[config.mk]
export PLATFORM = sky130hd
export DESIGN_NAME = dcc_accessory_packet_decoder
export DESIGN_NICKNAME = d
export VERILOG_FILES = /design/src/dccad_pkg.sv /design/src/dcc_accessory_packet_decoder.sv
export VERILOG_INCLUDE_DIRS = /design/src /design/src/src
export SDC_FILE = /design/constraint.sdc
export NUM_CORES = 1
export LEC_CHECK = 0
export ABC_AREA = 1
export BUFFER_PORTS_ARGS = -buffer_cell sky130_fd_sc_hd__buf_2
export CORE_MARGIN = 4
export CORE_UTILIZATION = 50
export CTS_BUF_LIST = sky130_fd_sc_hd__clkbuf_4
export DETAILED_ROUTE_END_ITERATION = 12
export HOLD_SLACK_MARGIN = 0.1
export PLACE_DENSITY = 0.79
export SLEW_MARGIN = 25
export SYNTH_ARGS = -nofsm -noshare
export SYNTH_HDL_FRONTEND = slang
export SYNTH_SLANG_ARGS = --single-unit
[constraint.sdc]
create_clock -name i_clk -period 4.2 [get_ports i_clk]
set_input_delay 0.63 -clock i_clk [delete_from_list [all_inputs] [get_ports i_clk]]
set_output_delay 0.63 -clock i_clk [all_outputs]
set_load 0.005 [all_outputs]
[src/dcc_accessory_packet_decoder_assert.svh]
`ifndef DCC_ACCESSORY_PACKET_DECODER_ASSERT_SVH
`define DCC_ACCESSORY_PACKET_DECODER_ASSERT_SVH

// same-cycle implication, checked outside reset
`define DCC_CHK_NOW(lbl, ante, cons, msg) \
    lbl: assert property (@(posedge i_clk) disable iff (!i_rst_n) (ante) |-> (cons)) \
        else $error(msg);

// next-cycle implication, checked outside reset
`define DCC_CHK_NEXT(lbl, ante, cons, msg) \
    lbl: assert property (@(posedge i_clk) disable iff (!i_rst_n) (ante) |=> (cons)) \
        else $error(msg);

`endif

[src/dccad_pkg.sv]
package dccad_pkg;

    typedef enum logic [1:0] {
        VERDICT_IGNORE  = 2'd0,
        VERDICT_FOREIGN = 2'd1,
        VERDICT_OWN     = 2'd2,
        VERDICT_POM     = 2'd3
    } t_verdict;

    typedef enum logic [1:0] {
        MODE_STANDARD    = 2'd0,
        MODE_COMPENSATED = 2'd1,
        MODE_NO_OFFSET   = 2'd2
    } t_station_mode;

    localparam logic [1:0] CFG_STATION_MODE  = 2'd0;
    localparam logic [1:0] CFG_FIRST_ADDRESS = 2'd1;
    localparam logic [1:0] CFG_LAST_ADDRESS  = 2'd2;

    localparam logic [2:0] LEN_BASIC    = 3'd3;
    localparam logic [2:0] LEN_EXTENDED = 3'd4;
    localparam logic [2:0] LEN_POM      = 3'd6;

    localparam logic [15:0] COMP_OFFSET    = 16'd64;
    localparam logic [15:0] BROADCAST_ADDR = 16'd2047;
    localparam logic [15:0] NO_ADDRESS     = 16'hFFFF;
    localparam logic [7:0]  POM_MASK       = 8'hF0;
    localparam logic [7:0]  POM_PATTERN    = 8'hE0;
    localparam logic [7:0]  SECOND_RESET   = 8'h00;
    localparam logic [7:0]  THIRD_RESET    = 8'hFF;

    typedef struct packed {
        logic [7:0] byte_zero;
        logic [7:0] byte_one;
        logic [7:0] byte_two;
        logic [2:0] packet_length;
    } t_dcc_in;

    typedef struct packed {
        t_verdict    verdict;
        logic [15:0] decoder_address;
        logic [15:0] output_address;
        logic [2:0]  turnout_number;
        logic        switch_position;
        logic [2:0]  device_number;
        logic        activate_flag;
        logic        is_basic;
        logic [7:0]  signal_aspect;
    } t_dcc_out;

endpackage

[src/dcc_accessory_packet_decoder.sv]
// Accessory packet decoder.
// Input channel (i_in_valid / o_in_ready) takes one framed accessory packet
// request: its first three bytes and its length. Output channel
// (o_out_valid / i_out_ready) returns exactly one result per request: the
// verdict, the decoder address and the decoded command fields.
// Config channel (i_cfg_valid / o_cfg_ready) writes station mode, first and
// last own address; it is always ready and should only be used while idle.
// A request passes the input register, then the decode into the result
// register, which drives o_out_valid.
// Throughput is one request per cycle while results are taken; the filter
// registers are read and updated in the same cycle as the decode.
// Reset (synchronous, active low) empties both stages, restores the config
// to standard mode with an own range of address 65535 only, and returns the
// filter history to its start values.
// When the receiver stalls the result register holds, the input register
// fills, and o_in_ready drops until the result is taken.
module dcc_accessory_packet_decoder (
    input  logic               i_clk,
    input  logic               i_rst_n,
    input  logic               i_in_valid,
    output logic               o_in_ready,
    input  dccad_pkg::t_dcc_in  i_in,
    output logic               o_out_valid,
    input  logic               i_out_ready,
    output dccad_pkg::t_dcc_out o_out,
    input  logic               i_cfg_valid,
    output logic               o_cfg_ready,
    input  logic [1:0]         i_cfg_index,
    input  logic [15:0]        i_cfg_data
);
    import dccad_pkg::*;

    t_station_mode r_station_mode;
    logic [15:0]   r_first_address;
    logic [15:0]   r_last_address;

    logic          r_in_valid;
    t_dcc_in       r_in;
    logic          r_out_valid;
    t_dcc_out      r_out;

    logic [15:0]   r_last_foreign;
    logic [7:0]    r_last_second;
    logic [7:0]    r_last_third;

    logic [15:0]   n_last_foreign;
    logic [7:0]    n_last_second;
    logic [7:0]    n_last_third;
    t_dcc_out      n_out;

    logic          advance;
    logic          take;

    assign advance     = !r_out_valid || i_out_ready;
    assign take        = r_in_valid && advance;
    assign o_in_ready  = !r_in_valid || advance;
    assign o_cfg_ready = 1'b1;
    assign o_out_valid = r_out_valid;
    assign o_out       = r_out;

    always_comb begin
        logic [15:0] hi;
        logic [15:0] lo;
        logic [15:0] addr;
        logic [2:0]  turnout;
        logic        own;
        hi = {7'd0, ~r_in.byte_one[6:4], 6'd0};
        lo = {10'd0, r_in.byte_zero[5:0]};
        case (r_station_mode)
            MODE_NO_OFFSET: addr = hi + lo;
            MODE_COMPENSATED: begin
                // lsb of zero counts as 64, the top of the current group
                if (lo == 16'd0) begin
                    addr = hi + COMP_OFFSET - 16'd1;
                end else begin
                    addr = hi + lo - 16'd1;
                end
            end
            default: addr = hi + lo - 16'd1;
        endcase
        own = ((addr >= r_first_address) && (addr <= r_last_address))
              || (addr == BROADCAST_ADDR);
        turnout = {1'b0, r_in.byte_one[2:1]} + 3'd1;

        n_last_foreign = r_last_foreign;
        n_last_second  = r_last_second;
        n_last_third   = r_last_third;
        n_out = '0;
        n_out.verdict = VERDICT_IGNORE;
        n_out.decoder_address = addr;

        if (!own) begin
            if (addr != r_last_foreign) begin
                n_last_foreign = addr;
                n_out.verdict  = VERDICT_FOREIGN;
            end
        end else begin
            n_out.output_address  = {addr[13:0], 2'b00} + {13'd0, turnout};
            n_out.turnout_number  = turnout;
            n_out.switch_position = r_in.byte_one[0];
            n_out.device_number   = r_in.byte_one[2:0];
            n_out.activate_flag   = r_in.byte_one[3];
            n_out.is_basic        = r_in.byte_one[7];
            case (r_in.packet_length)
                LEN_BASIC: begin
                    if (r_in.byte_one != r_last_second) begin
                        n_last_second = r_in.byte_one;
                        // extended with three bytes is ignored, though its byte is still recorded
                        if (r_in.byte_one[7]) begin
                            n_out.verdict = VERDICT_OWN;
                        end
                    end
                end
                LEN_EXTENDED: begin
                    n_out.signal_aspect = r_in.byte_two;
                    if (!((r_in.byte_one == r_last_second)
                          && (r_in.byte_two == r_last_third))) begin
                        n_last_second = r_in.byte_one;
                        n_last_third  = r_in.byte_two;
                        n_out.verdict = VERDICT_OWN;
                    end
                end
                LEN_POM: begin
                    if ((r_in.byte_two & POM_MASK) == POM_PATTERN) begin
                        n_out.verdict = VERDICT_POM;
                    end
                end
                default: n_out.verdict = VERDICT_IGNORE;
            endcase
        end
    end

    always_ff @(posedge i_clk) begin
        if (!i_rst_n) begin
            r_station_mode  <= MODE_STANDARD;
            r_first_address <= NO_ADDRESS;
            r_last_address  <= NO_ADDRESS;
        end else if (i_cfg_valid) begin
            case (i_cfg_index)
                CFG_STATION_MODE:  r_station_mode  <= t_station_mode'(i_cfg_data[1:0]);
                CFG_FIRST_ADDRESS: r_first_address <= i_cfg_data;
                CFG_LAST_ADDRESS:  r_last_address  <= i_cfg_data;
                default: ;
            endcase
        end
    end

    always_ff @(posedge i_clk) begin
        if (!i_rst_n) begin
            r_in_valid     <= 1'b0;
            r_out_valid    <= 1'b0;
            r_last_foreign <= NO_ADDRESS;
            r_last_second  <= SECOND_RESET;
            r_last_third   <= THIRD_RESET;
        end else begin
            if (o_in_ready) begin
                r_in_valid <= i_in_valid;
            end
            if (advance) begin
                r_out_valid <= r_in_valid;
            end
            if (take) begin
                r_last_foreign <= n_last_foreign;
                r_last_second  <= n_last_second;
                r_last_third   <= n_last_third;
            end
        end
    end

    always_ff @(posedge i_clk) begin
        if (i_in_valid && o_in_ready) begin
            r_in <= i_in;
        end
        if (take) begin
            r_out <= n_out;
        end
    end

`include "dcc_accessory_packet_decoder_assert.svh"

    `DCC_CHK_NEXT(a_history_holds_on_stall, r_out_valid && !i_out_ready,
        $stable(r_last_foreign) && $stable(r_last_second) && $stable(r_last_third),
        "filter history changed while the result was stalled")

    `DCC_CHK_NEXT(a_foreign_recorded, take && (n_out.verdict == VERDICT_FOREIGN),
        r_last_foreign == o_out.decoder_address,
        "reported foreign address was not recorded")

    `DCC_CHK_NOW(a_foreign_fields_clear,
        o_out_valid && (o_out.verdict == VERDICT_FOREIGN),
        (o_out.output_address == 16'd0) && (o_out.turnout_number == 3'd0)
            && (o_out.signal_aspect == 8'd0),
        "foreign result carries decoded command fields")

endmodule
## Word level (Yosys, flattened, before mapping)

Index checks and enable logic that the tools add are counted.

- Bits in registers: 144
- Bits of input ports: 50
- Logic and storage cells: 78
- Output and inout bits: 54

- Add/sub/neg operators: 6
- Equal/unequal tests: 15
- Multiplexer cells: 12
- Order comparisons: 2
- Reductions and logical operators: 19
- Bitwise gates (word level): 3

Operator list:

| kind | count |
|---|---|
| 16-bit case mux with 2 select lines | 1 |
| 10-bit by 1-bit subtractor with 11-bit output, second input constant | 2 |
| 16-bit by 3-bit adder with 16-bit output | 1 |
| 16-bit by 11-bit equality test with 1-bit output, second input constant | 1 |
| 8-bit equality test | 2 |
| 16-bit >= comparator | 1 |
| 16-bit <= comparator | 1 |
| 16-bit 2-to-1 mux | 1 |
| 8-bit 2-to-1 mux | 2 |
| 16-bit inequality test | 1 |
| 8-bit case mux with 2 select lines | 1 |
| 9-bit by 6-bit adder with 10-bit output | 1 |
| 9-bit by 7-bit adder with 10-bit output, second input constant | 1 |
| 2-bit 2-to-1 mux | 5 |
| 8-bit inequality test | 1 |
| 2-bit AND reduction | 4 |
| 3-bit equality test, second input constant | 2 |
| 6-bit logical NOT | 1 |
| 2-bit case mux with 3 select lines | 1 |
| 5-bit AND reduction | 1 |
| 2-bit by 1-bit equality test with 1-bit output, second input constant | 2 |
| 2-bit equality test, second input constant | 2 |
| 4-bit equality test, second input constant | 1 |
| 1-bit logical AND | 4 |
| other kinds (12) | 17 |

## Longest topological paths before layout

Gate-level depths: netlist (run 1).

- Word-level depth: 10
- Depth in mapped cells: 22
- Gate-level depth less buffers: 21

## Worst setup path after synthesis (run 1)

OpenSTA, ideal clock, no wires.

- Kind: reg2reg
- From: register r_in[19] in the netlist's numbering
- To: register r_out (netlist bit o_out[17]), data pin
- Buffers on the path: 2
- Stages on the path, launching flop included: 18
- Slack: 1216 ps
- Setup time: 257 ps
- Period minus slack after synthesis: 2984 ps
- Required time: 3943 ps
- Arrival time: 2727 ps
- Path through: edfxtp_1 > inv_1 > ha_1 > nand2_1 > nor2_1 > nand3_1 > nand3_2 > clkinv_1 > ha_1 > nand2_1 > nor4_1 > nand2_1 > nand2_1 > nand2_1 > nand2_1 > buf_2 > buf_2 > nor2_1

RTL lines:

| element | line | source |
|---|---|---|
| start, declared | dcc_accessory_packet_decoder.sv:38 | `t_dcc_in r_in;` |
| start signal, assigned | dcc_accessory_packet_decoder.sv:172 | `r_in <= i_in;` |
| end signal, assigned | dcc_accessory_packet_decoder.sv:175 | `r_out <= n_out;` |
| end, declared | dcc_accessory_packet_decoder.sv:40 | `t_dcc_out r_out;` |

==> results of run 1 <==
==> logic make-up (layout without fill, tap and decap cells) <==
group                      after synthesis  in the layout
and+or+nand+nor                        363            363
DFF                                    131            131
buffers and inverters                  127            237
AOI/OAI and AO/OA                       75             75
adders and majority gates               38             38
xor gates and xnor gates                15             15
other                                    1              2
==> worst max path at each step <==
stage / endpoint / slack [ns]
floorplan: o_out[17]$_SDFFCE_PN0P_ / 1.22
global placement: r_last_third[1]$_SDFFE_PN1P_ / 0.57
detailed placement: r_last_third[4]$_SDFFE_PN1P_ / 0.52
CTS: r_last_third[7]$_SDFFE_PN1P_ / 0.50
global route: r_last_third[2]$_SDFFE_PN1P_ / 0.02
finish: r_last_third[7]$_SDFFE_PN1P_ / 0.51
==> cell usage in the layout, fill, tap and decap left out, types with 2 or more instances in the layout <==
master     instances
a21oi_1           26
a31oi_1            4
buf_2             99
buf_4              7
bufinv_16          5
clkbuf_4          21
clkinv_1           4
clkinv_2           2
dfxtp_1           63
edfxtp_1          68
ha_1              38
inv_1             96
nand2_1          198
nand2_2           10
nand2_4            2
nand3_1           52
nand3_2            4
nand3b_1           6
nand4_1           10
nor2_1            56
nor2_2             4
nor2_4             6
nor3_1             6
nor4_1             2
o211ai_1          31
o21ai_0           11
or2_2              4
xnor2_1           12
xor2_1             3
==> stage by stage <==
stage               util (%)  setup slack, ns  total power, uW  hold WS, ns  instance area, um2
floorplan                  -            1.216             1661       0.4422                6539
finish                 58.96           0.5143             2734       0.2538                7501
CTS                    58.94           0.4973             2751       0.2047                7498
global placement       56.20           0.5652             1750       0.4626                7149
global route           58.96          0.01659             2853       0.2030                7501
detailed placement     56.25           0.5172             1759       0.4636                7157
==> registers in the layout (all words and copies together), names as in the netlist <==
signal	flops
r_in	25
r_station_mode	2
o_out	43
r_in_valid	1
r_last_foreign	11
o_out_valid	1
r_last_second	8
r_last_address	16
r_first_address	16
r_last_third	8
==> worst reg2reg max path, stage by stage (launching register included) <==
cell and delay [ns]:
edfxtp_1 0.41, inv_1 0.15, ha_1 0.28, nand2_1 0.13
nor2_1 0.15, nand3_1 0.13, nand3_2 0.14, clkinv_1 0.31
ha_1 0.41, nand2_1 0.04, nor4_1 0.30, nand3_1 0.11
nand2_1 0.11, nand2_1 0.15, inv_1 0.22, nand3_1 0.29
nand2_1 0.16, nand3_1 0.08
==> power groups by stage <==
| stage | Combinational [uW] | Clock, uW | Sequential (uW) |
|---|---|---|---|
| CTS | 300 | 1020 | 1430 |
| global route | 341 | 1070 | 1440 |
| finish | 299 | 1000 | 1430 |
| floorplan | 205 | 0 | 1460 |
| detailed placement | 298 | 0 | 1460 |
| global placement | 290 | 0 | 1460 |
==> layer usage <==
metal	vias to the layer above	wire length [um]	global-route usage [%]
li1	2667	-	-
met1	2323	6178	24.49
met2	145	6104	28.99
met3	21	823	4.747
met4	0	244	6.718
met5	-	0	0
==> area by class of cell <==
class / instances / area, um2
Antenna cell: 1 / 2.502
Clock buffer: 21 / 157.7
Clock inverter: 11 / 183.9
Fill cell: 1140 / 5221
Inverter: 99 / 371.6
Multi-Input combinational cell: 492 / 2719
Sequential cell: 131 / 3303
Tap cell: 172 / 215.2
Timing Repair Buffer: 106 / 548.0
==> flow_metrics.env, run 1 <==
export IMPL_outcome="finished, final reports clean"
export IMPL_clkPwrFrac_pct=36.7
export IMPL_dp_cells=1000
export IMPL_finalCriticalPeriod_ns=3.686
export IMPL_slew_violations=0
export IMPL_switching_share_pct=24.52
export IMPL_cts_sinks=131
export IMPL_synth_adder_area_share_pct=7.271
export IMPL_synth_area_top_cells="edfxtp_1, dfxtp_1, nand2_1"
export IMPL_yosysTopAreaCell="edfxtp_1"
export IMPL_overflow=0
export IMPL_syn_to_final_growth_pct=14.71
export IMPL_cp_end_kind="flip-flop"
export IMPL_synthMuxAreaShare_pct=0
export IMPL_power_frac_seq_pct=52.4
export IMPL_grt_max_degree=63
export IMPL_synth_simple_area_share_pct=24.97
export IMPL_path_cells="inv_1, ha_1, nand2_1, nor2_1, nand3_1, nand3_2, clkinv_1, ha_1, nand2_1, nor4_1, nand3_1, nand2_1, nand2_1, inv_1, nand3_1, nand2_1, nand3_1"
export IMPL_nets=935
export IMPL_cts_root_buf="clkbuf_4"
export IMPL_path_class="reg -> reg"
export IMPL_critPathLaunch="r_in[19]$_DFFE_PP_"
export IMPL_hold_viol_final=0
export IMPL_synth_edf_count=68
export IMPL_start_util_pct=51.40
export IMPL_setup_viol=0
export IMPL_ios=104
export IMPL_drive_gt1_share_pct=19.77
export IMPL_syn_avg_cell_area_um2=8.718
export IMPL_hold_path_depth=1
export IMPL_syn_nets=838
export IMPL_wl_per_cell_um=12.92
export IMPL_cp_slowest_cell="edfxtp_1"
export IMPL_synth_top_area_share_pct=31.23
export IMPL_power_frac_comb_pct=10.9
export IMPL_synth_seq_cells=131
export IMPL_via_per_inst=4.991
export IMPL_antenna_found_initial=1
export IMPL_synth_xor_area_share_pct=2.009
export IMPL_clk_pin_slew_ns=0.11
export IMPL_drt_pass1_iterations=5
export IMPL_synth_cell_types=35
export IMPL_synth_compound_area_share_pct=7.080
export IMPL_max_cap_viol_count=0
export IMPL_crit_required_ns=4.61
export IMPL_min_from="i_in[11]"
export IMPL_p_per_area_mw_per_mm2=364.5
export IMPL_synth_seq_area_share_pct=50.52
export IMPL_ys_flop_type="edfxtp_1"
export IMPL_num_rows=41
export IMPL_hold_buffers=0
export IMPL_hold_path_end="r_in[11]$_DFFE_PP_"
export IMPL_grt_total_usage_pct=18.37
export IMPL_crit_fanout=11
export IMPL_arrival_ns=4.09
export IMPL_synth_area_mm2=0.006539
export IMPL_cts_resized=0
export IMPL_r2r_end="r_last_third[7]$_SDFFE_PN1P_"
export IMPL_synthArstFlopShare_pct=0
export IMPL_clock_path_buffers=2
export IMPL_die_y_um=122.4
export IMPL_p_leak_uw=0.003711
export IMPL_critPathTopFamily="simple AND/OR/NAND/NOR gates"
export IMPL_worst_pin_slew_ns=0.9617
export IMPL_rsz0062_at_grt="false"
export IMPL_cp_common_cell="nand2_1"
export IMPL_cp_start_kind="flip-flop"
export IMPL_synth_commonest_cells="nand2_1, inv_1, edfxtp_1, dfxtp_1, nor2_1"
export IMPL_vias=5156
export IMPL_p_int_uw=2063
export IMPL_first_global_vias=4545
export IMPL_finClkSkew_ns=0.01865
export IMPL_synth_most_common_cell="nand2_1"
export IMPL_yosysWarnings=0
export IMPL_reg2regPathDepth=17
export IMPL_cts_tree="done"
export IMPL_slew_headroom_pct=35.82
export IMPL_syn_inst=750
export IMPL_grt_first_pass_wirelength_mm=21.47
export IMPL_io_buffers=100
export IMPL_final_cells=1033
export IMPL_dp_hpwl_mm=9.799
export IMPL_timing_fmax_mhz=271.3
export IMPL_cp_depth=17
export IMPL_post_cts_buffers=0
export IMPL_dieArea_mm2=0.01497
export IMPL_r2r_setup_slack_ns=0.51
export IMPL_peakVddDrop_v=0.0001999
export IMPL_fp_dieW_um=122.4
export IMPL_gp_congestion=0.8622
export IMPL_drt_initial_drc_count=348
export IMPL_h_tree_depth=4
export IMPL_tns_ns=0
export IMPL_critPathMaxStageDelay_ns=0.41
export IMPL_clock_latency_ns=0.54
export IMPL_drt_total_wl_mm=13.35
export IMPL_holdCritPathClass="in -> reg"
export IMPL_period_share_pct=87.75
export IMPL_switchingPower_uw=670.4
export IMPL_drt_antenna_violating_nets=0
export IMPL_core_mm2=0.01272
export IMPL_synth_top_family_by_area="simple AND/OR/NAND/NOR gates"
export IMPL_cts_made_buffers=17
export IMPL_r2r_start="r_in[19]$_DFFE_PP_"
export IMPL_drc=0
export IMPL_crit_buf_inv=3
No activity file was read; power rests on OpenSTA's default activity.
==> run 2: changes to the inputs <==
--- a/config.mk
+++ b/config.mk
@@ -13,7 +13,7 @@
 export CTS_BUF_LIST = sky130_fd_sc_hd__clkbuf_4
 export DETAILED_ROUTE_END_ITERATION = 12
 export HOLD_SLACK_MARGIN = 0.1
-export PLACE_DENSITY = 0.79
+export PLACE_DENSITY = 0.68
 export SLEW_MARGIN = 25
 export SYNTH_ARGS = -nofsm -noshare
 export SYNTH_HDL_FRONTEND = slang
==> run 2 against run 1 <==
Die area unchanged. Register-to-register slack improved by 0.08 ns. Core utilization decreased by 0.89 points. Cell count about the same. Final area decreased by 1.5%. Via count increased by 1.7%. First-iteration DRC count increased by 3.7%. Sequential power about the same. Critical path type unchanged. Largest cell class unchanged. Highest routed layer unchanged.
==> flow_metrics.env, run 2 (synthesis gave the netlist of run 1 again) <==
export IMPL_holdCritPathClass="in -> reg"
export IMPL_finClkSkew_ns=0.01181
export IMPL_outcome="finished, final reports clean"
export IMPL_cts_sinks=131
export IMPL_dr_wl_met3_um=751
export IMPL_path_cells="inv_1, ha_1, nand3_2, nor2_2, nand4_1, inv_1, ha_1, nand2_1, nor4_1, nand3_1, nand2_1, nand2_1, inv_1, nand3_1, nand2_1, nand3_1"
export IMPL_drive_gt1_share_pct=19.16
export IMPL_via_per_inst=5.070
export IMPL_antenna_found_initial=1
export IMPL_max_cap_viol_count=0
export IMPL_fillers=1172
export IMPL_mostFrequentLayoutCells="nand2_1, buf_2, inv_1"
export IMPL_cts_made_buffers=17
export IMPL_drc=0
export IMPL_crit_required_ns=4.61
export IMPL_dp_hpwl_mm=10.15
export IMPL_rsz0062_at_grt="false"
export IMPL_clock_latency_ns=0.54
export IMPL_drt_pass1_iterations=6
export IMPL_clk_pin_slew_ns=0.10
export IMPL_dieArea_mm2=0.01497
export IMPL_cp_common_cell="nand2_1"
export IMPL_peakVddDrop_v=0.0002336
export IMPL_place_ws_ns=0.6325
export IMPL_hold_buffers=0
export IMPL_slew_headroom_pct=38.53
export IMPL_wl_per_cell_um=13.48
export IMPL_worst_pin_slew_ns=0.9164
export IMPL_num_rows=41
export IMPL_vias=5242
export IMPL_nets=936
export IMPL_drt_initial_drc_count=361
export IMPL_die_y_um=122.4
export IMPL_critPathMaxStageDelay_ns=0.41
export IMPL_critPathTopFamily="simple AND/OR/NAND/NOR gates"
export IMPL_wl_met2_mm=6.604
export IMPL_grt_first_pass_wirelength_mm=22.28
export IMPL_finalCoreUtilization_pct=58.07
export IMPL_slew_violations=0
export IMPL_cts_resized=0
export IMPL_met1Wirelength_mm=6.395
export IMPL_fp_dieW_um=122.4
export IMPL_io_buffers=100
export IMPL_p_per_area_mw_per_mm2=333.8
export IMPL_largest_reg_flops=43
export IMPL_setup_viol=0
export IMPL_drt_total_wl_mm=13.94
export IMPL_start_util_pct=51.40
export IMPL_period_share_pct=85.92
export IMPL_grt_max_degree=63
export IMPL_cp_start_kind="flip-flop"
export IMPL_path_class="reg -> reg"
export IMPL_ios=104
export IMPL_timing_fmax_mhz=277.1
export IMPL_crit_fanout=12
export IMPL_h_tree_depth=4
export IMPL_first_global_vias=4812
export IMPL_post_cts_buffers=0
export IMPL_cp_slowest_cell="edfxtp_1"
export IMPL_cts_tree="done"
export IMPL_core_mm2=0.01272
export IMPL_grt_total_usage_pct=19.33
export IMPL_overflow=0
export IMPL_gp_congestion=0.8814
export IMPL_cp_end_kind="flip-flop"
export IMPL_route_top_layer_used="met4"
export IMPL_finalCriticalPeriod_ns=3.609
export IMPL_syn_to_final_growth_pct=12.99
export IMPL_drt_antenna_violating_nets=0
export IMPL_cts_root_buf="clkbuf_4"
export IMPL_p_leak_uw=0.003663
export IMPL_hold_viol_final=0
export IMPL_postLayoutSetupSlackWorst_ns=0.5914
export IMPL_arrival_ns=4.02
export IMPL_clock_path_buffers=2
export IMPL_crit_buf_inv=3
export IMPL_tns_ns=0
export IMPL_layout_commonest_cell="nand2_1"
## run 2: final timing paths
check	from	end	slack [ns]	cells after the start
worst max-delay path	r_in[19]$_DFFE_PP_	r_last_third[7]$_SDFFE_PN1P_	0.59	16
worst min-delay path	i_in[9]	r_in[9]$_DFFE_PP_	0.25	1
worst max register to register	r_in[19]$_DFFE_PP_	r_last_third[7]$_SDFFE_PN1P_	0.59	16
worst min register to register	r_last_foreign[14]$_SDFFE_PN1P_	r_last_foreign[14]$_SDFFE_PN1P_	0.49	2
## run 2: metal layers
metal / up-vias / GRT usage (%)
met5: - / 0
li1: 2659 / -
met2: 144 / 31.88
met1: 2428 / 24.75
met4: 0 / 7.628
met3: 11 / 4.332
## run 2: where the power goes
part	internal (uW)	switching (uW)	total (uW)
clock	303	427	730
sequential	1400	29.2	1430
combinational	108	197	306
## run 2: stage by stage
stage | hold slack [ns] | std cells | power, uW | cell area, um2
after floorplan | 0.4422 | 750 | 1661 | 6539
after global placement | 0.4635 | 1001 | 1754 | 7154
after detailed placement | 0.4681 | 1001 | 1766 | 7157
after CTS | 0.2099 | 1033 | 2488 | 7386
after global routing | 0.1992 | 1034 | 2593 | 7388
final | 0.2525 | 1034 | 2466 | 7388
## run 2: cell type report
class	instances	area, um2	share of cell area [%]
antenna	1	2.502	0.03387
inverter	99	371.6	5.030
tap	172	215.2	2.913
clock inverter	11	71.32	0.9653
multi-input combinational	492	2711	36.70
timing repair buffer	107	555.5	7.519
clock buffer	21	157.7	2.134
sequential	131	3303	44.71
